==> config.mk <==
export PLATFORM = sky130hd
export DESIGN_NAME = light_fade_flicker_controller_flat
export DESIGN_NICKNAME = d
export VERILOG_FILES = /design/src/lffc_pkg.sv /design/src/lffc_if.sv /design/src/light_fade_flicker_controller.sv /design/src/lffc_div.sv /design/src/lffc_datapath.sv /design/src/lffc_ctrl.sv /design/src/flat_wrapper.sv
export SDC_FILE = /design/constraint.sdc
export NUM_CORES = 2
export LEC_CHECK = 0
export ABC_AREA = 1
export BUFFER_PORTS_ARGS = -buffer_cell sky130_fd_sc_hd__buf_2
export CAP_MARGIN = 0
export CORE_ASPECT_RATIO = 1.75
export CORE_MARGIN = 2
export CORE_UTILIZATION = 50
export DETAILED_ROUTE_END_ITERATION = 10
export PLACE_DENSITY = 0.69
export SYNTH_ARGS = -nofsm -noshare
export SYNTH_HDL_FRONTEND = slang
export SYNTH_SLANG_ARGS = --single-unit
==> constraint.sdc <==
create_clock -name clk -period 8.06 [get_ports clk]
set_input_delay 0.403 -clock clk [delete_from_list [all_inputs] [get_ports clk]]
set_output_delay 0.403 -clock clk [all_outputs]
set_load 0.03 [all_outputs]
==> src/lffc_pkg.sv <==
// Package for the light fade and flicker controller: widths, constants,
// opcodes, register indexes, state codes and the control/status structs.
// No dependencies.
`default_nettype none

package lffc_pkg;

    localparam int RAMP_TICKS = 96;
    localparam int RAMP_UNIT  = (2 * RAMP_TICKS + 2) / 3;
    localparam int RAMP_W     = $clog2(RAMP_TICKS + 1) + 1;
    localparam logic signed [RAMP_W-1:0] RAMP_TICKS_S = RAMP_W'(RAMP_TICKS);
    localparam logic signed [RAMP_W-1:0] RAMP_UNIT_S  = RAMP_W'(RAMP_UNIT);

    localparam int ENERGY_W   = 15;
    localparam int ENERGY_MAX = 25600;
    localparam int COLOR_W    = 8;
    localparam int DUR_W      = 16;
    localparam int LEFT_W     = DUR_W + 1;
    localparam int ALPHA_W    = 9;
    localparam int ALPHA_MAX  = 256;
    localparam int SAMPLE_W   = 10;
    localparam int FRAC_W     = 9;
    localparam int FLK_SPAN_W = 17;
    localparam int FLK_LEFT_W = FLK_SPAN_W + 1;
    localparam int FLICK_MAX  = 131071;

    localparam int CFG_IDX_W  = 3;
    localparam int CFG_DATA_W = 16;

    localparam int NUM_JOBS      = 8;
    localparam int JOB_W         = 3;
    localparam int JOB_SPC_FIRST = 3;
    localparam logic [JOB_W-1:0] JOB_ENERGY  = JOB_W'(6);
    localparam logic [JOB_W-1:0] JOB_FLICKER = JOB_W'(7);

    localparam int DVD_W  = 32;
    localparam int DVS_W  = 17;
    localparam int QUOT_W = 16;
    localparam int CNT_W  = $clog2(QUOT_W);

    typedef enum logic [2:0] {
        OP_TICK      = 3'd0,
        OP_ON        = 3'd1,
        OP_OFF       = 3'd2,
        OP_DIFFUSE   = 3'd3,
        OP_SPECULAR  = 3'd4,
        OP_LIGHTRAYS = 3'd5,
        OP_ENERGY    = 3'd6
    } opcode_t;

    typedef enum logic [CFG_IDX_W-1:0] {
        CFG_INITIAL_ENERGY     = 3'd0,
        CFG_FLICKER_ENABLE     = 3'd1,
        CFG_FLICKER_AMOUNT     = 3'd2,
        CFG_FLICKER_TIME       = 3'd3,
        CFG_FLICKER_PAUSE_TIME = 3'd4,
        CFG_FLICKER_RANDOMNESS = 3'd5
    } cfg_index_t;

    typedef enum logic [2:0] {
        ST_IDLE,
        ST_CMD,
        ST_JIT1,
        ST_JIT2,
        ST_JOB,
        ST_DIV,
        ST_COMMIT,
        ST_EMIT
    } state_t;

    typedef struct packed {
        logic [2:0]                 opcode;
        logic [DUR_W-1:0]           duration;
        logic [COLOR_W-1:0]         red;
        logic [COLOR_W-1:0]         green;
        logic [COLOR_W-1:0]         blue;
        logic [ENERGY_W-1:0]        target_energy;
        logic                       rays_flag;
        logic signed [SAMPLE_W-1:0] random_sample;
    } item_t;

    typedef struct packed {
        logic [ENERGY_W-1:0] energy;
        logic [COLOR_W-1:0]  diffuse_red;
        logic [COLOR_W-1:0]  diffuse_green;
        logic [COLOR_W-1:0]  diffuse_blue;
        logic [COLOR_W-1:0]  specular_red;
        logic [COLOR_W-1:0]  specular_green;
        logic [COLOR_W-1:0]  specular_blue;
        logic [ALPHA_W-1:0]  sprite_alpha;
        logic                rays_on;
    } result_t;

    typedef struct packed {
        logic             load_item;
        logic             apply_cmd;
        logic             jit1;
        logic             jit2;
        logic             div_start;
        logic             div_store;
        logic             commit;
        logic             emit;
        logic [JOB_W-1:0] job;
    } ctrl_cmd_t;

    typedef struct packed {
        logic                is_tick;
        logic [NUM_JOBS-1:0] need;
        logic                div_done;
        logic                out_free;
    } dp_status_t;

endpackage

`default_nettype wire

==> src/lffc_if.sv <==
// Channel interfaces of the light fade and flicker controller: item input,
// result output and configuration write. Depends on lffc_pkg.
`default_nettype none

interface lffc_in_if;
    import lffc_pkg::*;
    logic                       valid;
    logic                       ready;
    logic [2:0]                 opcode;
    logic [DUR_W-1:0]           duration;
    logic [COLOR_W-1:0]         red;
    logic [COLOR_W-1:0]         green;
    logic [COLOR_W-1:0]         blue;
    logic [ENERGY_W-1:0]        target_energy;
    logic                       rays_flag;
    logic signed [SAMPLE_W-1:0] random_sample;

    modport source (output valid, opcode, duration, red, green, blue, target_energy,
                    rays_flag, random_sample, input ready);
    modport sink (input valid, opcode, duration, red, green, blue, target_energy,
                  rays_flag, random_sample, output ready);
endinterface

interface lffc_out_if;
    import lffc_pkg::*;
    logic                valid;
    logic                ready;
    logic [ENERGY_W-1:0] energy;
    logic [COLOR_W-1:0]  diffuse_red;
    logic [COLOR_W-1:0]  diffuse_green;
    logic [COLOR_W-1:0]  diffuse_blue;
    logic [COLOR_W-1:0]  specular_red;
    logic [COLOR_W-1:0]  specular_green;
    logic [COLOR_W-1:0]  specular_blue;
    logic [ALPHA_W-1:0]  sprite_alpha;
    logic                rays_on;

    modport source (output valid, energy, diffuse_red, diffuse_green, diffuse_blue,
                    specular_red, specular_green, specular_blue, sprite_alpha, rays_on,
                    input ready);
    modport sink (input valid, energy, diffuse_red, diffuse_green, diffuse_blue,
                  specular_red, specular_green, specular_blue, sprite_alpha, rays_on,
                  output ready);
endinterface

interface lffc_cfg_if;
    import lffc_pkg::*;
    logic                  valid;
    logic                  ready;
    logic [CFG_IDX_W-1:0]  index;
    logic [CFG_DATA_W-1:0] data;

    modport source (output valid, index, data, input ready);
    modport sink (input valid, index, data, output ready);
endinterface

`default_nettype wire

==> src/light_fade_flicker_controller.sv <==
// Top level of the light fade and flicker controller: joins the controller
// and the datapath to the three channel interfaces. Depends on lffc_pkg,
// lffc_if, lffc_ctrl and lffc_datapath.
//
//   Channel   Direction  Word
//   in_ch     sink       opcode, duration, red, green, blue, target_energy,
//                        rays_flag, random_sample
//   out_ch    source     energy, diffuse and specular colors, sprite_alpha, rays_on
//   cfg_ch    sink       index, data (always ready)
//
// A command word passes through the apply and emit states to the result register.
// A tick passes through the jitter states JIT1 and JIT2, a divide on the shared
// 16-step serial divider for each active job (diffuse and specular channels,
// energy fade, flicker dip), then commit and emit.
// After reset all fades and ramps are inactive and the block is ready at once.
// A waiting result does not block the next word; a stalled output holds the
// controller only at the hand-off of the following result.
`default_nettype none

module light_fade_flicker_controller (
    input  logic        clk,
    input  logic        rst_n,
    lffc_in_if.sink     in_ch,
    lffc_out_if.source  out_ch,
    lffc_cfg_if.sink    cfg_ch
);
    import lffc_pkg::*;

    item_t      in_item;
    result_t    out_result;
    ctrl_cmd_t  cmd;
    dp_status_t sts;
    logic       in_ready;

    assign in_item.opcode        = in_ch.opcode;
    assign in_item.duration      = in_ch.duration;
    assign in_item.red           = in_ch.red;
    assign in_item.green         = in_ch.green;
    assign in_item.blue          = in_ch.blue;
    assign in_item.target_energy = in_ch.target_energy;
    assign in_item.rays_flag     = in_ch.rays_flag;
    assign in_item.random_sample = in_ch.random_sample;
    assign in_ch.ready           = in_ready;
    assign cfg_ch.ready          = 1'b1;

    lffc_ctrl u_ctrl (
        .clk      (clk),
        .rst_n    (rst_n),
        .in_valid (in_ch.valid),
        .in_ready (in_ready),
        .sts      (sts),
        .cmd      (cmd)
    );

    lffc_datapath u_dp (
        .clk        (clk),
        .rst_n      (rst_n),
        .in_item    (in_item),
        .cfg_we     (cfg_ch.valid),
        .cfg_index  (cfg_ch.index),
        .cfg_data   (cfg_ch.data),
        .out_ready  (out_ch.ready),
        .out_valid  (out_ch.valid),
        .out_result (out_result),
        .cmd        (cmd),
        .sts        (sts)
    );

    assign out_ch.energy         = out_result.energy;
    assign out_ch.diffuse_red    = out_result.diffuse_red;
    assign out_ch.diffuse_green  = out_result.diffuse_green;
    assign out_ch.diffuse_blue   = out_result.diffuse_blue;
    assign out_ch.specular_red   = out_result.specular_red;
    assign out_ch.specular_green = out_result.specular_green;
    assign out_ch.specular_blue  = out_result.specular_blue;
    assign out_ch.sprite_alpha   = out_result.sprite_alpha;
    assign out_ch.rays_on        = out_result.rays_on;

endmodule

`default_nettype wire

==> src/lffc_div.sv <==
// Serial restoring divider, one quotient bit per cycle, shared by all fades
// and the flicker dip. Depends on lffc_pkg.
`default_nettype none

module lffc_div (
    input  logic                         clk,
    input  logic                         rst_n,
    input  logic                         start,
    input  logic [lffc_pkg::DVD_W-1:0]   dividend,
    input  logic [lffc_pkg::DVS_W-1:0]   divisor,
    output logic                         done,
    output logic [lffc_pkg::QUOT_W-1:0]  quotient
);
    import lffc_pkg::*;

    logic [DVS_W-1:0]  rem_reg;
    logic [DVS_W-1:0]  rem_next;
    logic [QUOT_W-1:0] quo_reg;
    logic [DVS_W-1:0]  dvs_reg;
    logic [CNT_W-1:0]  cnt_reg;
    logic              busy_reg;
    logic              done_reg;
    logic [DVS_W:0]    trial;
    logic              fits;

    // The caller guarantees that the quotient fits in QUOT_W bits, so the
    // upper half of the dividend is already below the divisor.
    assign trial    = {rem_reg, quo_reg[QUOT_W-1]};
    assign fits     = trial >= {1'b0, dvs_reg};
    assign rem_next = fits ? DVS_W'(trial - {1'b0, dvs_reg}) : trial[DVS_W-1:0];

    always_ff @(posedge clk or negedge rst_n)
    begin
        if (!rst_n)
        begin
            busy_reg <= 1'b0;
            done_reg <= 1'b0;
            cnt_reg  <= '0;
        end
        else
        begin
            done_reg <= 1'b0;
            if (start)
            begin
                busy_reg <= 1'b1;
                cnt_reg  <= CNT_W'(QUOT_W - 1);
            end
            else if (busy_reg)
            begin
                if (cnt_reg == '0)
                begin
                    busy_reg <= 1'b0;
                    done_reg <= 1'b1;
                end
                else
                begin
                    cnt_reg <= cnt_reg - 1'b1;
                end
            end
        end
    end

    always_ff @(posedge clk)
    begin
        if (start)
        begin
            rem_reg <= {{(DVS_W-(DVD_W-QUOT_W)){1'b0}}, dividend[DVD_W-1:QUOT_W]};
            quo_reg <= dividend[QUOT_W-1:0];
            dvs_reg <= divisor;
        end
        else if (busy_reg)
        begin
            rem_reg <= rem_next;
            quo_reg <= {quo_reg[QUOT_W-2:0], fits};
        end
    end

    assign done     = done_reg;
    assign quotient = quo_reg;

endmodule

`default_nettype wire

==> src/lffc_datapath.sv <==
// Datapath of the light fade and flicker controller: configuration and effect
// state, operand selection, jitter multiplier, result register.
// Depends on lffc_pkg and lffc_div.
`default_nettype none

module lffc_datapath (
    input  logic                          clk,
    input  logic                          rst_n,
    input  lffc_pkg::item_t               in_item,
    input  logic                          cfg_we,
    input  logic [lffc_pkg::CFG_IDX_W-1:0]  cfg_index,
    input  logic [lffc_pkg::CFG_DATA_W-1:0] cfg_data,
    input  logic                          out_ready,
    output logic                          out_valid,
    output lffc_pkg::result_t             out_result,
    input  lffc_pkg::ctrl_cmd_t           cmd,
    output lffc_pkg::dp_status_t          sts
);
    import lffc_pkg::*;

    function automatic logic [ENERGY_W-1:0] sat_energy(input logic [31:0] v);
        if (v > 32'(ENERGY_MAX))
            return ENERGY_W'(ENERGY_MAX);
        return v[ENERGY_W-1:0];
    endfunction

    function automatic logic [ENERGY_W-1:0] lerp(input logic [ENERGY_W-1:0] from,
                                                 input logic [ENERGY_W-1:0] to,
                                                 input logic [ENERGY_W-1:0] q,
                                                 input logic use_q);
        if (!use_q)
            return to;
        if (from >= to)
            return to + q;
        return to - q;
    endfunction

    // Configuration registers.
    logic [ENERGY_W-1:0]   init_reg;
    logic                  flk_en_reg;
    logic [FRAC_W-1:0]     flk_amt_reg;
    logic [DUR_W-1:0]      flk_time_reg;
    logic [DUR_W-1:0]      flk_pause_reg;
    logic [FRAC_W-1:0]     flk_rand_reg;

    // Effect state.
    logic [ENERGY_W-1:0]       energy_reg;
    logic signed [RAMP_W-1:0]  on_left_reg;
    logic signed [RAMP_W-1:0]  off_left_reg;
    logic [COLOR_W-1:0]        dif_now_reg [3];
    logic [COLOR_W-1:0]        dif_from_reg [3];
    logic [COLOR_W-1:0]        dif_to_reg [3];
    logic signed [LEFT_W-1:0]  dif_left_reg;
    logic [DUR_W-1:0]          dif_span_reg;
    logic [COLOR_W-1:0]        spc_now_reg [3];
    logic [COLOR_W-1:0]        spc_from_reg [3];
    logic [COLOR_W-1:0]        spc_to_reg [3];
    logic signed [LEFT_W-1:0]  spc_left_reg;
    logic [DUR_W-1:0]          spc_span_reg;
    logic [ENERGY_W-1:0]       efrom_reg;
    logic [ENERGY_W-1:0]       eto_reg;
    logic signed [LEFT_W-1:0]  eleft_reg;
    logic [DUR_W-1:0]          espan_reg;
    logic                      phase_reg;
    logic signed [FLK_LEFT_W-1:0] flk_left_reg;
    logic [FLK_SPAN_W-1:0]     flk_span_reg;
    logic                      rays_reg;
    logic [ALPHA_W-1:0]        alpha_reg;

    // Work registers.
    item_t                     item_reg;
    logic [QUOT_W-1:0]         q_reg [NUM_JOBS];
    logic [SAMPLE_W+FRAC_W-1:0] jit_p_reg;
    logic                      jit_neg_reg;
    logic [DUR_W+SAMPLE_W+FRAC_W-1:0] jit_m_reg;
    logic                      out_valid_reg;
    result_t                   out_reg;

    // Combinational terms.
    logic                      dif_use;
    logic                      spc_use;
    logic                      e_use;
    logic                      flk_need;
    logic [1:0]                cidx;
    logic [COLOR_W-1:0]        col_from;
    logic [COLOR_W-1:0]        col_to;
    logic [COLOR_W-1:0]        col_diff;
    logic [DUR_W-1:0]          col_left;
    logic [DUR_W-1:0]          col_span;
    logic [ENERGY_W-1:0]       e_diff;
    logic [DVD_W-1:0]          dvd;
    logic [DVS_W-1:0]          dvs;
    logic                      div_done;
    logic [QUOT_W-1:0]         div_q;
    logic signed [FLK_LEFT_W-1:0] flk_dec;
    logic signed [FLK_LEFT_W+1:0] flk_d;
    logic [FLK_LEFT_W:0]       flk_mag;
    logic [QUOT_W-1:0]         flk_param;
    logic signed [QUOT_W+1:0]  flk_factor_s;
    logic [FLK_SPAN_W-1:0]     flk_factor;
    logic [31:0]               flk_prod;
    logic [ENERGY_W-1:0]       flk_energy;
    logic [ALPHA_W-1:0]        flk_alpha;
    logic [DUR_W-1:0]          jit_base;
    logic [SAMPLE_W-1:0]       smag;
    logic [SAMPLE_W+FRAC_W-1:0] jit_q;
    logic signed [DUR_W+SAMPLE_W+FRAC_W-15:0] jit_t_s;
    logic [FLK_SPAN_W-1:0]     jit_t;
    logic [RAMP_W-2:0]         ramp_k;
    logic [ENERGY_W+RAMP_W-2:0] ramp_prod;
    logic [ENERGY_W-1:0]       ramp_energy;
    logic [ENERGY_W-1:0]       e_fade;
    logic [ENERGY_W-1:0]       energy_next;

    assign dif_use  = (dif_left_reg > 0) && (dif_span_reg != '0);
    assign spc_use  = (spc_left_reg > 0) && (spc_span_reg != '0);
    assign e_use    = (eleft_reg > 0) && (espan_reg != '0);
    assign flk_need = flk_en_reg && phase_reg && (flk_span_reg != '0);

    // Operand selection for the shared divider.
    always_comb
    begin
        cidx = 2'(cmd.job);
        if (cmd.job >= JOB_W'(JOB_SPC_FIRST))
            cidx = 2'(cmd.job - JOB_W'(JOB_SPC_FIRST));
        if (cmd.job >= JOB_W'(JOB_SPC_FIRST))
        begin
            col_from = spc_from_reg[cidx];
            col_to   = spc_to_reg[cidx];
            col_left = spc_left_reg[DUR_W-1:0];
            col_span = spc_span_reg;
        end
        else
        begin
            col_from = dif_from_reg[cidx];
            col_to   = dif_to_reg[cidx];
            col_left = dif_left_reg[DUR_W-1:0];
            col_span = dif_span_reg;
        end
        col_diff = (col_from >= col_to) ? col_from - col_to : col_to - col_from;
        e_diff   = (efrom_reg >= eto_reg) ? efrom_reg - eto_reg : eto_reg - efrom_reg;
        case (cmd.job)
            JOB_ENERGY:
            begin
                dvd = DVD_W'(e_diff * eleft_reg[DUR_W-1:0]);
                dvs = DVS_W'(espan_reg);
            end
            JOB_FLICKER:
            begin
                dvd = DVD_W'(flk_amt_reg * flk_mag);
                dvs = flk_span_reg;
            end
            default:
            begin
                dvd = DVD_W'(col_diff * col_left);
                dvs = DVS_W'(col_span);
            end
        endcase
    end

    lffc_div u_div (
        .clk      (clk),
        .rst_n    (rst_n),
        .start    (cmd.div_start),
        .dividend (dvd),
        .divisor  (dvs),
        .done     (div_done),
        .quotient (div_q)
    );

    // Flicker dip.
    assign flk_dec = flk_left_reg - FLK_LEFT_W'(1);
    assign flk_d   = $signed({flk_dec[FLK_LEFT_W-1], flk_dec, 1'b0})
                   - $signed({2'b00, 1'b0, flk_span_reg});
    assign flk_mag = flk_d[FLK_LEFT_W+1] ? (FLK_LEFT_W+1)'(-flk_d) : flk_d[FLK_LEFT_W:0];

    always_comb
    begin
        flk_param    = (flk_span_reg == '0) ? QUOT_W'(flk_amt_reg) : q_reg[JOB_FLICKER];
        flk_factor_s = (QUOT_W+2)'(ALPHA_MAX) - $signed({{(QUOT_W+2-FRAC_W){1'b0}}, flk_amt_reg})
                     + $signed({2'b00, flk_param});
        flk_factor   = flk_factor_s[QUOT_W+1] ? '0 : FLK_SPAN_W'(flk_factor_s);
        flk_prod     = 32'(init_reg) * 32'(flk_factor);
        if (phase_reg)
        begin
            flk_energy = sat_energy(flk_prod >> 8);
            flk_alpha  = (flk_factor > FLK_SPAN_W'(ALPHA_MAX)) ? ALPHA_W'(ALPHA_MAX)
                                                                 : flk_factor[ALPHA_W-1:0];
        end
        else
        begin
            flk_energy = sat_energy(32'(init_reg));
            flk_alpha  = ALPHA_W'(ALPHA_MAX);
        end
    end

    // Phase length jitter.
    assign jit_base = phase_reg ? flk_pause_reg : flk_time_reg;
    assign smag     = item_reg.random_sample[SAMPLE_W-1] ? SAMPLE_W'(-item_reg.random_sample)
                                                         : item_reg.random_sample;
    assign jit_q    = jit_m_reg[DUR_W+SAMPLE_W+FRAC_W-1:16];

    always_comb
    begin
        if (jit_neg_reg)
            jit_t_s = $signed({5'b0, jit_base}) - $signed({2'b00, jit_q});
        else
            jit_t_s = $signed({5'b0, jit_base}) + $signed({2'b00, jit_q});
        if (jit_t_s < 0)
            jit_t = '0;
        else if (jit_t_s > FLICK_MAX)
            jit_t = FLK_SPAN_W'(FLICK_MAX);
        else
            jit_t = jit_t_s[FLK_SPAN_W-1:0];
    end

    // On and off ramps.
    always_comb
    begin
        if (on_left_reg >= 0)
            ramp_k = (on_left_reg > RAMP_UNIT_S) ? '0
                                                  : (RAMP_W-1)'(RAMP_UNIT_S - on_left_reg);
        else
            ramp_k = off_left_reg[RAMP_W-2:0];
        ramp_prod   = init_reg * ramp_k;
        ramp_energy = sat_energy(32'(ramp_prod / RAMP_UNIT));
        e_fade      = lerp(efrom_reg, eto_reg, q_reg[JOB_ENERGY][ENERGY_W-1:0], e_use);
    end

    always_comb
    begin
        energy_next = energy_reg;
        if (on_left_reg >= 0 || off_left_reg >= 0)
            energy_next = ramp_energy;
        if (eleft_reg >= 0)
            energy_next = e_fade;
        if (flk_en_reg)
            energy_next = flk_energy;
    end

    always_ff @(posedge clk or negedge rst_n)
    begin
        if (!rst_n)
        begin
            init_reg      <= ENERGY_W'(256);
            flk_en_reg    <= 1'b0;
            flk_amt_reg   <= FRAC_W'(128);
            flk_time_reg  <= DUR_W'(6);
            flk_pause_reg <= DUR_W'(32);
            flk_rand_reg  <= FRAC_W'(128);
        end
        else if (cfg_we)
        begin
            case (cfg_index)
                CFG_INITIAL_ENERGY:     init_reg      <= cfg_data[ENERGY_W-1:0];
                CFG_FLICKER_ENABLE:     flk_en_reg    <= cfg_data[0];
                CFG_FLICKER_AMOUNT:     flk_amt_reg   <= cfg_data[FRAC_W-1:0];
                CFG_FLICKER_TIME:       flk_time_reg  <= cfg_data;
                CFG_FLICKER_PAUSE_TIME: flk_pause_reg <= cfg_data;
                CFG_FLICKER_RANDOMNESS: flk_rand_reg  <= cfg_data[FRAC_W-1:0];
                default:
                begin
                end
            endcase
        end
    end

    always_ff @(posedge clk or negedge rst_n)
    begin
        if (!rst_n)
        begin
            energy_reg   <= ENERGY_W'(256);
            on_left_reg  <= '1;
            off_left_reg <= '1;
            for (int c = 0; c < 3; c++)
            begin
                dif_now_reg[c]  <= '0;
                dif_from_reg[c] <= '0;
                dif_to_reg[c]   <= '0;
                spc_now_reg[c]  <= '0;
                spc_from_reg[c] <= '0;
                spc_to_reg[c]   <= '0;
            end
            dif_left_reg  <= '1;
            dif_span_reg  <= '0;
            spc_left_reg  <= '1;
            spc_span_reg  <= '0;
            efrom_reg     <= '0;
            eto_reg       <= '0;
            eleft_reg     <= '1;
            espan_reg     <= '0;
            phase_reg     <= 1'b0;
            flk_left_reg  <= '1;
            flk_span_reg  <= FLK_SPAN_W'(1);
            rays_reg      <= 1'b0;
            alpha_reg     <= ALPHA_W'(ALPHA_MAX);
            out_valid_reg <= 1'b0;
        end
        else
        begin
            if (cmd.emit)
                out_valid_reg <= 1'b1;
            else if (out_ready)
                out_valid_reg <= 1'b0;

            if (cmd.apply_cmd)
            begin
                case (item_reg.opcode)
                    OP_ON:
                    begin
                        off_left_reg <= '1;
                        on_left_reg  <= RAMP_TICKS_S;
                    end
                    OP_OFF:
                    begin
                        off_left_reg <= RAMP_TICKS_S;
                        on_left_reg  <= '1;
                    end
                    OP_DIFFUSE:
                    begin
                        for (int c = 0; c < 3; c++)
                            dif_from_reg[c] <= dif_now_reg[c];
                        dif_to_reg[0] <= item_reg.red;
                        dif_to_reg[1] <= item_reg.green;
                        dif_to_reg[2] <= item_reg.blue;
                        dif_span_reg  <= item_reg.duration;
                        dif_left_reg  <= {1'b0, item_reg.duration};
                    end
                    OP_SPECULAR:
                    begin
                        for (int c = 0; c < 3; c++)
                            spc_from_reg[c] <= spc_now_reg[c];
                        spc_to_reg[0] <= item_reg.red;
                        spc_to_reg[1] <= item_reg.green;
                        spc_to_reg[2] <= item_reg.blue;
                        spc_span_reg  <= item_reg.duration;
                        spc_left_reg  <= {1'b0, item_reg.duration};
                    end
                    OP_LIGHTRAYS:
                        rays_reg <= item_reg.rays_flag;
                    OP_ENERGY:
                    begin
                        efrom_reg <= energy_reg;
                        eto_reg   <= sat_energy(32'(item_reg.target_energy));
                        espan_reg <= item_reg.duration;
                        eleft_reg <= {1'b0, item_reg.duration};
                    end
                    default:
                    begin
                    end
                endcase
            end

            if (cmd.commit)
            begin
                energy_reg <= energy_next;
                if (on_left_reg >= 0)
                    on_left_reg <= on_left_reg - RAMP_W'(1);
                else if (off_left_reg >= 0)
                    off_left_reg <= off_left_reg - RAMP_W'(1);
                if (dif_left_reg >= 0)
                begin
                    for (int c = 0; c < 3; c++)
                        dif_now_reg[c] <= COLOR_W'(lerp(ENERGY_W'(dif_from_reg[c]),
                                                        ENERGY_W'(dif_to_reg[c]),
                                                        q_reg[c][ENERGY_W-1:0], dif_use));
                    dif_left_reg <= dif_left_reg - LEFT_W'(1);
                end
                if (spc_left_reg >= 0)
                begin
                    for (int c = 0; c < 3; c++)
                        spc_now_reg[c] <= COLOR_W'(lerp(ENERGY_W'(spc_from_reg[c]),
                                          ENERGY_W'(spc_to_reg[c]),
                                          q_reg[JOB_W'(JOB_SPC_FIRST + c)][ENERGY_W-1:0],
                                          spc_use));
                    spc_left_reg <= spc_left_reg - LEFT_W'(1);
                end
                if (eleft_reg >= 0)
                    eleft_reg <= eleft_reg - LEFT_W'(1);
                if (flk_en_reg)
                begin
                    alpha_reg <= flk_alpha;
                    if (flk_dec < 0)
                    begin
                        phase_reg    <= ~phase_reg;
                        flk_left_reg <= {1'b0, jit_t};
                        flk_span_reg <= jit_t;
                    end
                    else
                    begin
                        flk_left_reg <= flk_dec;
                    end
                end
            end
        end
    end

    always_ff @(posedge clk)
    begin
        if (cmd.load_item)
            item_reg <= in_item;
        if (cmd.jit1)
        begin
            jit_p_reg   <= smag * flk_rand_reg;
            jit_neg_reg <= item_reg.random_sample[SAMPLE_W-1];
        end
        if (cmd.jit2)
            jit_m_reg <= jit_base * jit_p_reg;
        if (cmd.div_store)
            q_reg[cmd.job] <= div_q;
        if (cmd.emit)
        begin
            out_reg.energy         <= energy_reg;
            out_reg.diffuse_red    <= dif_now_reg[0];
            out_reg.diffuse_green  <= dif_now_reg[1];
            out_reg.diffuse_blue   <= dif_now_reg[2];
            out_reg.specular_red   <= spc_now_reg[0];
            out_reg.specular_green <= spc_now_reg[1];
            out_reg.specular_blue  <= spc_now_reg[2];
            out_reg.sprite_alpha   <= alpha_reg;
            out_reg.rays_on        <= rays_reg;
        end
    end

    assign sts.is_tick  = (in_item.opcode == OP_TICK);
    assign sts.need     = {flk_need, e_use, {3{spc_use}}, {3{dif_use}}};
    assign sts.div_done = div_done;
    assign sts.out_free = !out_valid_reg || out_ready;

    assign out_valid  = out_valid_reg;
    assign out_result = out_reg;

endmodule

`default_nettype wire

==> src/lffc_ctrl.sv <==
// Controller of the light fade and flicker controller: sequences command
// application, jitter, the divider jobs, commit and result hand-off.
// Depends on lffc_pkg.
`default_nettype none

module lffc_ctrl (
    input  logic                 clk,
    input  logic                 rst_n,
    input  logic                 in_valid,
    output logic                 in_ready,
    input  lffc_pkg::dp_status_t sts,
    output lffc_pkg::ctrl_cmd_t  cmd
);
    import lffc_pkg::*;

    state_t           state_reg;
    state_t           state_next;
    logic [JOB_W-1:0] job_reg;
    logic [JOB_W-1:0] job_next;

    always_ff @(posedge clk or negedge rst_n)
    begin
        if (!rst_n)
        begin
            state_reg <= ST_IDLE;
            job_reg   <= '0;
        end
        else
        begin
            state_reg <= state_next;
            job_reg   <= job_next;
        end
    end

    always_comb
    begin
        state_next = state_reg;
        job_next   = job_reg;
        case (state_reg)
            ST_IDLE:
                if (in_valid)
                    state_next = sts.is_tick ? ST_JIT1 : ST_CMD;
            ST_CMD:
                state_next = ST_EMIT;
            ST_JIT1:
                state_next = ST_JIT2;
            ST_JIT2:
            begin
                state_next = ST_JOB;
                job_next   = '0;
            end
            ST_JOB:
            begin
                if (sts.need[job_reg])
                    state_next = ST_DIV;
                else if (job_reg == JOB_FLICKER)
                    state_next = ST_COMMIT;
                else
                    job_next = job_reg + 1'b1;
            end
            ST_DIV:
            begin
                if (sts.div_done)
                begin
                    if (job_reg == JOB_FLICKER)
                        state_next = ST_COMMIT;
                    else
                    begin
                        state_next = ST_JOB;
                        job_next   = job_reg + 1'b1;
                    end
                end
            end
            ST_COMMIT:
                state_next = ST_EMIT;
            ST_EMIT:
                if (sts.out_free)
                    state_next = ST_IDLE;
            default:
                state_next = ST_IDLE;
        endcase
    end

    always_comb
    begin
        cmd     = '0;
        cmd.job = job_reg;
        case (state_reg)
            ST_IDLE:   cmd.load_item = in_valid;
            ST_CMD:    cmd.apply_cmd = 1'b1;
            ST_JIT1:   cmd.jit1      = 1'b1;
            ST_JIT2:   cmd.jit2      = 1'b1;
            ST_JOB:    cmd.div_start = sts.need[job_reg];
            ST_DIV:    cmd.div_store = sts.div_done;
            ST_COMMIT: cmd.commit    = 1'b1;
            ST_EMIT:   cmd.emit      = sts.out_free;
            default:
            begin
            end
        endcase
    end

    assign in_ready = (state_reg == ST_IDLE);

    a_cmd_to_emit: assert property (@(posedge clk) disable iff (!rst_n)
        state_reg == ST_CMD |=> state_reg == ST_EMIT)
        else $error("command item did not go straight to result hand-off");

    a_div_hold: assert property (@(posedge clk) disable iff (!rst_n)
        (state_reg == ST_DIV && !sts.div_done) |=> (state_reg == ST_DIV && $stable(job_reg)))
        else $error("job changed while the divider was busy");

    a_jobs_from_zero: assert property (@(posedge clk) disable iff (!rst_n)
        state_reg == ST_JIT2 |=> (state_reg == ST_JOB && job_reg == '0))
        else $error("tick job sequence did not start at the first job");

    a_start_in_job: assert property (@(posedge clk) disable iff (!rst_n)
        cmd.div_start |=> state_reg == ST_DIV)
        else $error("divider started outside the job state");

endmodule

`default_nettype wire
==> src/flat_wrapper.sv <==
// flat-port wrapper written by rule: the top's interface ports become plain ports
module light_fade_flicker_controller_flat import lffc_pkg::*;
  (clk, rst_n, in_ch_valid, in_ch_opcode, in_ch_duration, in_ch_red, in_ch_green, in_ch_blue, in_ch_target_energy, in_ch_rays_flag, in_ch_random_sample, in_ch_ready, out_ch_valid, out_ch_energy, out_ch_diffuse_red, out_ch_diffuse_green, out_ch_diffuse_blue, out_ch_specular_red, out_ch_specular_green, out_ch_specular_blue, out_ch_sprite_alpha, out_ch_rays_on, out_ch_ready, cfg_ch_valid, cfg_ch_index, cfg_ch_data, cfg_ch_ready);
  lffc_in_if in_ch_i ();
  lffc_out_if out_ch_i ();
  lffc_cfg_if cfg_ch_i ();
  input  logic clk;
  input  logic rst_n;
  input wire logic [$bits(in_ch_i.valid)-1:0] in_ch_valid;
  input wire logic [$bits(in_ch_i.opcode)-1:0] in_ch_opcode;
  input wire logic [$bits(in_ch_i.duration)-1:0] in_ch_duration;
  input wire logic [$bits(in_ch_i.red)-1:0] in_ch_red;
  input wire logic [$bits(in_ch_i.green)-1:0] in_ch_green;
  input wire logic [$bits(in_ch_i.blue)-1:0] in_ch_blue;
  input wire logic [$bits(in_ch_i.target_energy)-1:0] in_ch_target_energy;
  input wire logic [$bits(in_ch_i.rays_flag)-1:0] in_ch_rays_flag;
  input wire logic [$bits(in_ch_i.random_sample)-1:0] in_ch_random_sample;
  output wire logic [$bits(in_ch_i.ready)-1:0] in_ch_ready;
  output wire logic [$bits(out_ch_i.valid)-1:0] out_ch_valid;
  output wire logic [$bits(out_ch_i.energy)-1:0] out_ch_energy;
  output wire logic [$bits(out_ch_i.diffuse_red)-1:0] out_ch_diffuse_red;
  output wire logic [$bits(out_ch_i.diffuse_green)-1:0] out_ch_diffuse_green;
  output wire logic [$bits(out_ch_i.diffuse_blue)-1:0] out_ch_diffuse_blue;
  output wire logic [$bits(out_ch_i.specular_red)-1:0] out_ch_specular_red;
  output wire logic [$bits(out_ch_i.specular_green)-1:0] out_ch_specular_green;
  output wire logic [$bits(out_ch_i.specular_blue)-1:0] out_ch_specular_blue;
  output wire logic [$bits(out_ch_i.sprite_alpha)-1:0] out_ch_sprite_alpha;
  output wire logic [$bits(out_ch_i.rays_on)-1:0] out_ch_rays_on;
  input wire logic [$bits(out_ch_i.ready)-1:0] out_ch_ready;
  input wire logic [$bits(cfg_ch_i.valid)-1:0] cfg_ch_valid;
  input wire logic [$bits(cfg_ch_i.index)-1:0] cfg_ch_index;
  input wire logic [$bits(cfg_ch_i.data)-1:0] cfg_ch_data;
  output wire logic [$bits(cfg_ch_i.ready)-1:0] cfg_ch_ready;
  assign in_ch_i.valid = in_ch_valid;
  assign in_ch_i.opcode = in_ch_opcode;
  assign in_ch_i.duration = in_ch_duration;
  assign in_ch_i.red = in_ch_red;
  assign in_ch_i.green = in_ch_green;
  assign in_ch_i.blue = in_ch_blue;
  assign in_ch_i.target_energy = in_ch_target_energy;
  assign in_ch_i.rays_flag = in_ch_rays_flag;
  assign in_ch_i.random_sample = in_ch_random_sample;
  assign in_ch_ready = in_ch_i.ready;
  assign out_ch_valid = out_ch_i.valid;
  assign out_ch_energy = out_ch_i.energy;
  assign out_ch_diffuse_red = out_ch_i.diffuse_red;
  assign out_ch_diffuse_green = out_ch_i.diffuse_green;
  assign out_ch_diffuse_blue = out_ch_i.diffuse_blue;
  assign out_ch_specular_red = out_ch_i.specular_red;
  assign out_ch_specular_green = out_ch_i.specular_green;
  assign out_ch_specular_blue = out_ch_i.specular_blue;
  assign out_ch_sprite_alpha = out_ch_i.sprite_alpha;
  assign out_ch_rays_on = out_ch_i.rays_on;
  assign out_ch_i.ready = out_ch_ready;
  assign cfg_ch_i.valid = cfg_ch_valid;
  assign cfg_ch_i.index = cfg_ch_index;
  assign cfg_ch_i.data = cfg_ch_data;
  assign cfg_ch_ready = cfg_ch_i.ready;
  light_fade_flicker_controller u_core (.clk(clk), .rst_n(rst_n), .in_ch(in_ch_i), .out_ch(out_ch_i), .cfg_ch(cfg_ch_i));
endmodule
Word level (Yosys, flattened, before mapping)
Memory sizes are Yosys's and may differ from the RTL's.
Index checks and enable logic that the tools add are counted.
{"block": "totals", "ram_bits": 128, "memories": 1, "output_inout_bits": 76, "reg_bits": 676, "elab_cells": 386}
{"block": "classes", "bitwise_logic": 2, "n_addsub": 36, "eq_ne": 26, "muxes": 175, "n_reduce_logical": 40, "n_mul": 7, "magnitude_cmp": 29}
{"memory": "u_core.u_dp.q_reg", "depth": 8, "word_bits": 16, "rd": 8, "rd_clocked_by_memory_dff": 0, "wr": 1, "line_no": "lffc_datapath.sv:72", "rtl": "logic [QUOT_W-1:0] q_reg [NUM_JOBS];"}
{"op": "8-bit two-way mux", "count": 42}
{"op": "17-bit two-way mux", "count": 16}
{"op": "15-bit two-way mux", "count": 17}
{"op": "16-bit two-way mux", "count": 8}
{"op": "8-bit binary-select mux with 2-bit select", "count": 4}
{"op": "8-bit subtractor", "count": 8}
{"op": "31-bit case mux with 2 select lines", "count": 1}
{"op": "1-bit two-way mux", "count": 59}
{"op": "8-bit >= comparator", "count": 7}
{"op": "17-bit by 1-bit >= comparator with 1-bit output, second input constant", "count": 3}
{"op": "17-bit by 1-bit greater-than comparator with 1-bit output, second input constant", "count": 3}
{"op": "17-bit by 2-bit subtractor with 17-bit output, second input constant", "count": 3}
{"op": "8-bit adder", "count": 6}
{"op": "16-bit nonzero test", "count": 3}
{"op": "15-bit subtractor", "count": 3}
{"op": "16-bit by 19-bit multiplier with 35-bit output", "count": 1}
{"op": "17-bit case mux with 2 select lines", "count": 1}
{"op": "3-bit equality test, second input constant", "count": 11}
{"op": "15-bit by 17-bit multiplier with 32-bit output", "count": 1}
{"op": "8-bit case mux with 2 select lines", "count": 2}
{"op": "15-bit by 16-bit multiplier with 31-bit output", "count": 1}
{"op": "15-bit greater-than comparator, second input constant", "count": 2}
{"op": "2-bit AND reduction", "count": 15}
{"op": "9-bit by 19-bit multiplier with 28-bit output", "count": 1}
{"op": "62 further kinds", "count": 97}

Depth between registers and ports, before layout
{"block": "depth", "ltp_word": 12, "depth_mapped": 55}

Modules after synthesis
A second synthesis with hierarchy kept.
{"block": "hier_totals", "hier_cells": 10424, "area_unflattened_um2": 83747.8}
{"mod": "lffc_datapath", "instances": 1, "cells_each": 9863, "area_per_inst_um2": 79477.5}
{"mod": "lffc_div", "instances": 1, "cells_each": 461, "area_per_inst_um2": 3654.8}
{"mod": "lffc_ctrl", "instances": 1, "cells_each": 98, "area_per_inst_um2": 604.3}
{"mod": "light_fade_flicker_controller", "instances": 1, "cells_each": 2, "area_per_inst_um2": 11.3}

Least setup slack after synthesis
No wires, ideal clock.
{"block": "synth_path", "kind": "register to register", "from": "register u_core.u_ctrl.job_reg[0]", "to": "register u_core.u_dp.u_div.rem_reg[7] (data pin)", "setup_time_ns": 0.269, "setup_slack_ns": -0.610, "synth_period_minus_slack_ns": 8.670, "path_stages_with_launch": 47, "arrival_time_ns": 8.402, "n_path_buf": 4, "cell_sequence": "dfrtp_1 -> ha_1 -> ha_1 -> nor2_1 -> nand2_1 -> clkbuf_1 -> a21oi_1 -> inv_1 -> nand2_1 -> inv_1 -> clkbuf_1 -> a22oi_1 -> inv_1 -> ha_1 -> clkbuf_1 -> nand2_1 -> o21ai_0 -> nand2_1 -> [11 not listed] -> inv_1 -> ha_1 -> a21oi_1 -> o21ai_0 -> nand2_1 -> o211ai_1 -> a21oi_1 -> o21ai_0 -> inv_1 -> o21ai_0 -> nand3_1 -> nand2_1 -> a21oi_1 -> nor2_1 -> nor2_1 -> xor2_1 -> a21oi_1 -> o21ai_0"}
{"block": "synth_via", "elab_chain_cells": 12}
{"element": "start, declared", "line_no": "lffc_ctrl.sv:18", "rtl": "logic [JOB_W-1:0] job_reg;"}
{"element": "start signal, assigned", "line_no": "lffc_ctrl.sv:31", "rtl": "job_reg <= job_next;"}
{"element": "3-bit by 2-bit >= comparator with 1-bit output or 2-bit subtractor (tied branches)", "line_no": "lffc_datapath.sv:124, lffc_datapath.sv:126, lffc_datapath.sv:125"}
{"element": "2-bit two-way mux", "line_no": "lffc_datapath.sv:124", "rtl": "if (cmd.job >= JOB_W'(JOB_SPC_FIRST))"}
{"element": "2-bit NOT with 3-bit output (implied by the code)"}
{"element": "8-bit binary-select mux with 2-bit select (on tied branches)"}
{"element": "8-bit two-way mux (on tied branches) (2 in series)"}
{"element": "8-bit two-way mux", "line_no": "lffc_datapath.sv:126", "rtl": "if (cmd.job >= JOB_W'(JOB_SPC_FIRST))"}
{"element": "8-bit subtractor or 8-bit >= comparator (tied branches)", "line_no": "lffc_datapath.sv:140", "rtl": "col_diff = (col_from >= col_to) ? col_from - col_to : col_to - col_from;"}
{"element": "8-bit two-way mux", "line_no": "lffc_datapath.sv:140"}
{"element": "8-bit by 16-bit multiplier with 24-bit output", "line_no": "lffc_datapath.sv:155", "rtl": "dvd = DVD_W'(col_diff * col_left);"}
{"element": "31-bit case mux with 2 select lines", "line_no": "lffc_datapath.sv:142", "rtl": "case (cmd.job)"}
{"element": "16-bit two-way mux (*)", "line_no": "lffc_div.sv:65", "rtl": "if (start)"}
{"element": "end signal, assigned", "line_no": "lffc_div.sv:67", "rtl": "rem_reg <= {{(DVS_W-(DVD_W-QUOT_W)){1'b0}}, dividend[DVD_W-1:QUOT_W]};"}
{"element": "end signal, assigned", "line_no": "lffc_div.sv:73", "rtl": "rem_reg <= rem_next;"}
{"element": "end, declared", "line_no": "lffc_div.sv:16", "rtl": "logic [DVS_W-1:0] rem_reg;"}
Every way passes the cells marked *; elsewhere a longest branch is shown, timed or not. The select of a mux whose other input is x is not followed.
A chain may end at the register's enable or synchronous reset.

Final worst setup path
{"block": "layout_path", "from": "register u_core.u_dp.flk_span_reg[2]", "to": "register u_core.u_dp.energy_reg[6]"}
{"block": "layout_via", "elab_chain_cells": 11}
{"element": "start, declared", "line_no": "lffc_datapath.sv:66", "rtl": "logic [FLK_SPAN_W-1:0] flk_span_reg;"}
{"element": "start signal, assigned", "line_no": "lffc_datapath.sv:387", "rtl": "flk_span_reg <= jit_t;"}
{"element": "17-bit logical NOT (*)", "line_no": "lffc_datapath.sv:179", "rtl": "flk_param = (flk_span_reg == '0) ? QUOT_W'(flk_amt_reg) : q_reg[JOB_FLICKER];"}
{"element": "16-bit two-way mux (*)", "line_no": "lffc_datapath.sv:179"}
{"element": "10-bit by 17-bit adder with 18-bit output (*)", "line_no": "lffc_datapath.sv:181", "rtl": "+ $signed({2'b00, flk_param});"}
{"element": "17-bit two-way mux (*)", "line_no": "lffc_datapath.sv:182", "rtl": "flk_factor = flk_factor_s[QUOT_W+1] ? '0 : FLK_SPAN_W'(flk_factor_s);"}
{"element": "15-bit by 17-bit multiplier with 32-bit output (*)", "line_no": "lffc_datapath.sv:183", "rtl": "flk_prod = 32'(init_reg) * 32'(flk_factor);"}
{"element": "24-bit by 15-bit greater-than comparator with 1-bit output", "line_no": "lffc_datapath.sv:22", "rtl": "if (v > 32'(ENERGY_MAX))"}
{"element": "1-bit two-way mux", "line_no": "lffc_datapath.sv:22"}
{"element": "1-bit two-way mux", "line_no": "lffc_datapath.sv:184", "rtl": "if (phase_reg)"}
{"element": "15-bit two-way mux (*)", "line_no": "lffc_datapath.sv:24", "rtl": "return v[ENERGY_W-1:0];"}
{"element": "15-bit two-way mux (*)", "line_no": "lffc_datapath.sv:184"}
{"element": "15-bit two-way mux (*)", "line_no": "lffc_datapath.sv:237", "rtl": "if (flk_en_reg)"}
{"element": "end signal, assigned", "line_no": "lffc_datapath.sv:356", "rtl": "energy_reg <= energy_next;"}
{"element": "end, declared", "line_no": "lffc_datapath.sv:47", "rtl": "logic [ENERGY_W-1:0] energy_reg;"}
Marks and branches as above.

==> results.cfg <==
[logic_synthesis]
postSynthRegisterBits = 739
yosysSeqAreaShare_pct = 24.4
synth-xor-area-share_pct = 3.25
ys.flop_type = sky130_fd_sc_hd__dfrtp_1
synth_compound_area_share_pct = 10.3
synthArstFlopShare_pct = 58.1
total_standard_cell_area_after_synthesis_um2 = 82700
synth.area.mux_share_pct = 0.0742
synthesis.nets = 11900
syn_area_per_cell_um2 = 8.13
main_combinational_cell_family_by_area_after_synthesis = adder cells
yosysWarnings = 0
synthAdderAreaFrac_pct = 33.8
synth_simple_gate_area_share_pct = 17.5
synthDistinctLibCells = 78
synth_cells = 10200
synth_enable_flop_cells = 309

[floorplanning]
floorplan.initialDensity_pct = 50.3
rows = 197
fp.coreArea_um2 = 164000
fp.dieH_um = 542
design.die.area_um2 = 169000
top_level_ports = 169
die_width_um = 311

[setup_path]
slowest_stage = sky130_fd_sc_hd__fa_1
crit_start = u_core.u_dp.flk_span_reg[2]$_DFFE_PN0P_
cp-end-kind = register
r2r_start = u_core.u_dp.flk_span_reg[2]$_DFFE_PN0P_
cpMostUsedCell = sky130_fd_sc_hd__nand2_1
worst_ep_arrival_time_ns = 9.51
timing.setup.critical_path_class = register to register
cp-start-kind = register
worstPathMaxFanout = 15
cp.buffers_inverters = 11
worst_ep_required_time_ns = 8.66
slowest_delay_ns = 0.58
critPathTopFamily = adder cells

[sta]
unrepaired_setup_endpoints_after_global_routing = true
worstMarginPinSlew_ns = 1.36
setup_viol = 27
setup-tns-final_ns = -14.52
period_needed_ns = 8.91
relSlewSlack_pct = 9.27
finClkSkew_ns = 0.0431
max_freq_mhz = 112
final_hold_viols = 0
worst_slack_ns = -0.847
worst_hold_slack_ns = 0.0634
timing.final.max_slew_violations = 0
period_share_pct = 111

[route]
wirelength_um = 294000
drt-wirelength-per-cell_um = 21.9
antenna_left = 0
drtPass1Iterations = 7
route.detailed.vias_per_inst = 5.53
drtIter0Drc = 5359
route.detailed.drc = 0
via_count = 74300

[clocking]
clock-root-buffer = sky130_fd_sc_hd__clkbuf_16
clock_insertion_delay_worst_skew_ns = 0.72
max_h_tree_level = 3
path_clk_slew_ns = 0.07
numCtsBuffers = 78
buffers_from_clock_root_to_sink_at_most = 3
cts_sinks = 739
cts_tree = built

[placed_design]
dpl.cell_count = 13100
routabilityCongestion = 1.00
post-dp-hpwl_um = 238000
io_buffers = 167

[min_path]
min-delay-path-class = input port to register
holdCritStartpoint = cfg_ch_data[15]

[cells_and_area]
final_net_count = 12900
utilization_pct = 60.2
n_fill_cell = 14500
multi_input_comb_area_um2 = 56300
seq_area_um2 = 20200
proportion_of_layout_cells_with_a_drive_suffix_above_1_pct = 17.5
largest_register_ffs = 79
finalNonFillerCells = 13400
layout-area-overhead-vs-synth_pct = 19.8

[global_route]
grt_antenna_before_repair = 13
grt_start_max_net_pins = 150
grt-ovfl-total = 0
grtUsageTotal_pct = 34.7
via_count_of_the_first_global_routing_pass = 78500
grt_pass1_wl_um = 446000

[outcome]
failed_checks = negative setup slack
outcome = complete, but fails checks

[flow_run]
cap_viol_max_count = 0
-- repair_timing --
item,CTS,global route
hold buffers,71,0
endpoints found under the hold margin,123,0
pin swaps,108,149
endpoints found under the setup margin,36,37
buffers inserted,50,48
cloned,2,2
gates resized for setup,316,294
-- worst reg2reg max path: cells and delay by family, from the launching register on --
family          cells  cell delay [ns]
compound gates     10             1.28
buf+inv            11             1.23
flops               1             0.39
simple gates       18             2.10
fa+ha+maj           8             3.61
xor+xnor            1             0.19
-- cell usage in the layout, fill, tap and decap left out, types with 67 or more instances in the layout --
cell                            synthesis  routed
sky130_fd_sc_hd__nand2_1             2129    2047
sky130_fd_sc_hd__inv_1               1966    1912
sky130_fd_sc_hd__fa_1                 947     936
sky130_fd_sc_hd__buf_4                  7     932
sky130_fd_sc_hd__nor2_1               955     902
sky130_fd_sc_hd__ha_1                 716     658
sky130_fd_sc_hd__o21ai_0              662     585
sky130_fd_sc_hd__a21oi_1              516     457
sky130_fd_sc_hd__dfrtp_1              335     332
sky130_fd_sc_hd__edfxtp_1             309     309
sky130_fd_sc_hd__nand3_1              231     212
sky130_fd_sc_hd__xor2_1               217     207
sky130_fd_sc_hd__buf_2                  5     167
sky130_fd_sc_hd__dfstp_2               94      94
sky130_fd_sc_hd__xnor2_1               86      80
sky130_fd_sc_hd__clkbuf_16              0      80
sky130_fd_sc_hd__nand2_2               11      75
sky130_fd_sc_hd__o21ai_1               31      71
sky130_fd_sc_hd__dlygate4sd3_1          0      71
sky130_fd_sc_hd__a31oi_1               70      67
-- cells in the mapped netlist, drive strengths merged (6+ instances only) --
cell	count	area share, %
a21o	18	0.16
ha	716	11
o21bai	21	0.20
a211oi	10	0.097
nand3b	16	0.15
o22ai	17	0.14
nor3	81	0.51
a21oi	519	3.2
o221ai	31	0.33
nand3	245	1.6
o32ai	16	0.17
inv	1978	9.0
nand2	2140	9.8
clkbuf	292	1.3
dfstp	94	3.0
o21a	26	0.24
a21boi	9	0.082
edfxtp	309	11
o31ai	19	0.17
xor2	218	2.3
buf	24	0.18
nand4	56	0.44
a22oi	20	0.18
fa	947	23
clkinv	32	0.15
or2	45	0.34
nor4	33	0.25
o211ai	33	0.30
o21ai	695	4.2
and2	6	0.045
dfrtp	335	10
nor2	963	4.4
xnor2	87	0.93
a31oi	70	0.53
-- layout make-up --
cell class                 count  area share [%]
antenna                       12          0.0303
multi-input combinational   7103            56.9
timing repair buffer        1231            9.50
clock buffer                  94            2.10
tap                         2189            2.77
sequential                   739            20.4
inverter                    2010            7.71
clock inverter                51           0.666
-- cells by family after synthesis --
group,Yosys count
AND/OR/NAND/NOR,3592
buffers and inverters,2326
adder cells (fa/ha/maj),1663
AO/OA/AOI/OAI,1535
flip-flops,739
XOR/XNOR,305
multiplexers,6
other,1
-- worst paths after layout --
kind / end / slack [ns] / cells past startpoint
setup / recovery: u_core.u_dp.energy_reg[6]$_DFFE_PN0P_ / -0.85 / 48
hold / removal: u_core.u_dp.flk_pause_reg[15]$_DFFE_PN0P_ / 0.06 / 3
setup reg to reg: u_core.u_dp.energy_reg[6]$_DFFE_PN0P_ / -0.85 / 48
hold reg to reg: u_core.u_dp.out_result[20]$_DFFE_PP_ / 0.45 / 0
max in group asynchronous: u_core.u_dp.init_reg[10]$_DFFE_PN0P_ / 5.71 / 4
min in group asynchronous: u_core.u_dp.dif_now_reg[3]$_DFFE_PN0P_ / 0.22 / 2
-- routing by layer --
layer | vias to the layer above | global-route usage [%] | part of all wire, %
met2 | 2857 | 62.2 | 50
met1 | 36400 | 35.1 | 33
met4 | 4 | 31.0 | 11
met3 | 1217 | 4.84 | 5.6
li1 | 33900 | - | -
met5 | - | 0 | 0.0089
-- per-stage QoR --
stage | cell area [µm²] | setup WS (ns)
6_report | 99000 | -0.847
5_1_grt | 99000 | -1.33
4_1_cts | 97500 | -0.899
3_5_place_dp | 92400 | -1.22
3_3_place_gp | 92400 | -1.09
2_1_floorplan | 83000 | -0.0794
Power is not shown: default switching activity piles up to over one toggle a cycle in this logic, so the estimate is an artifact.
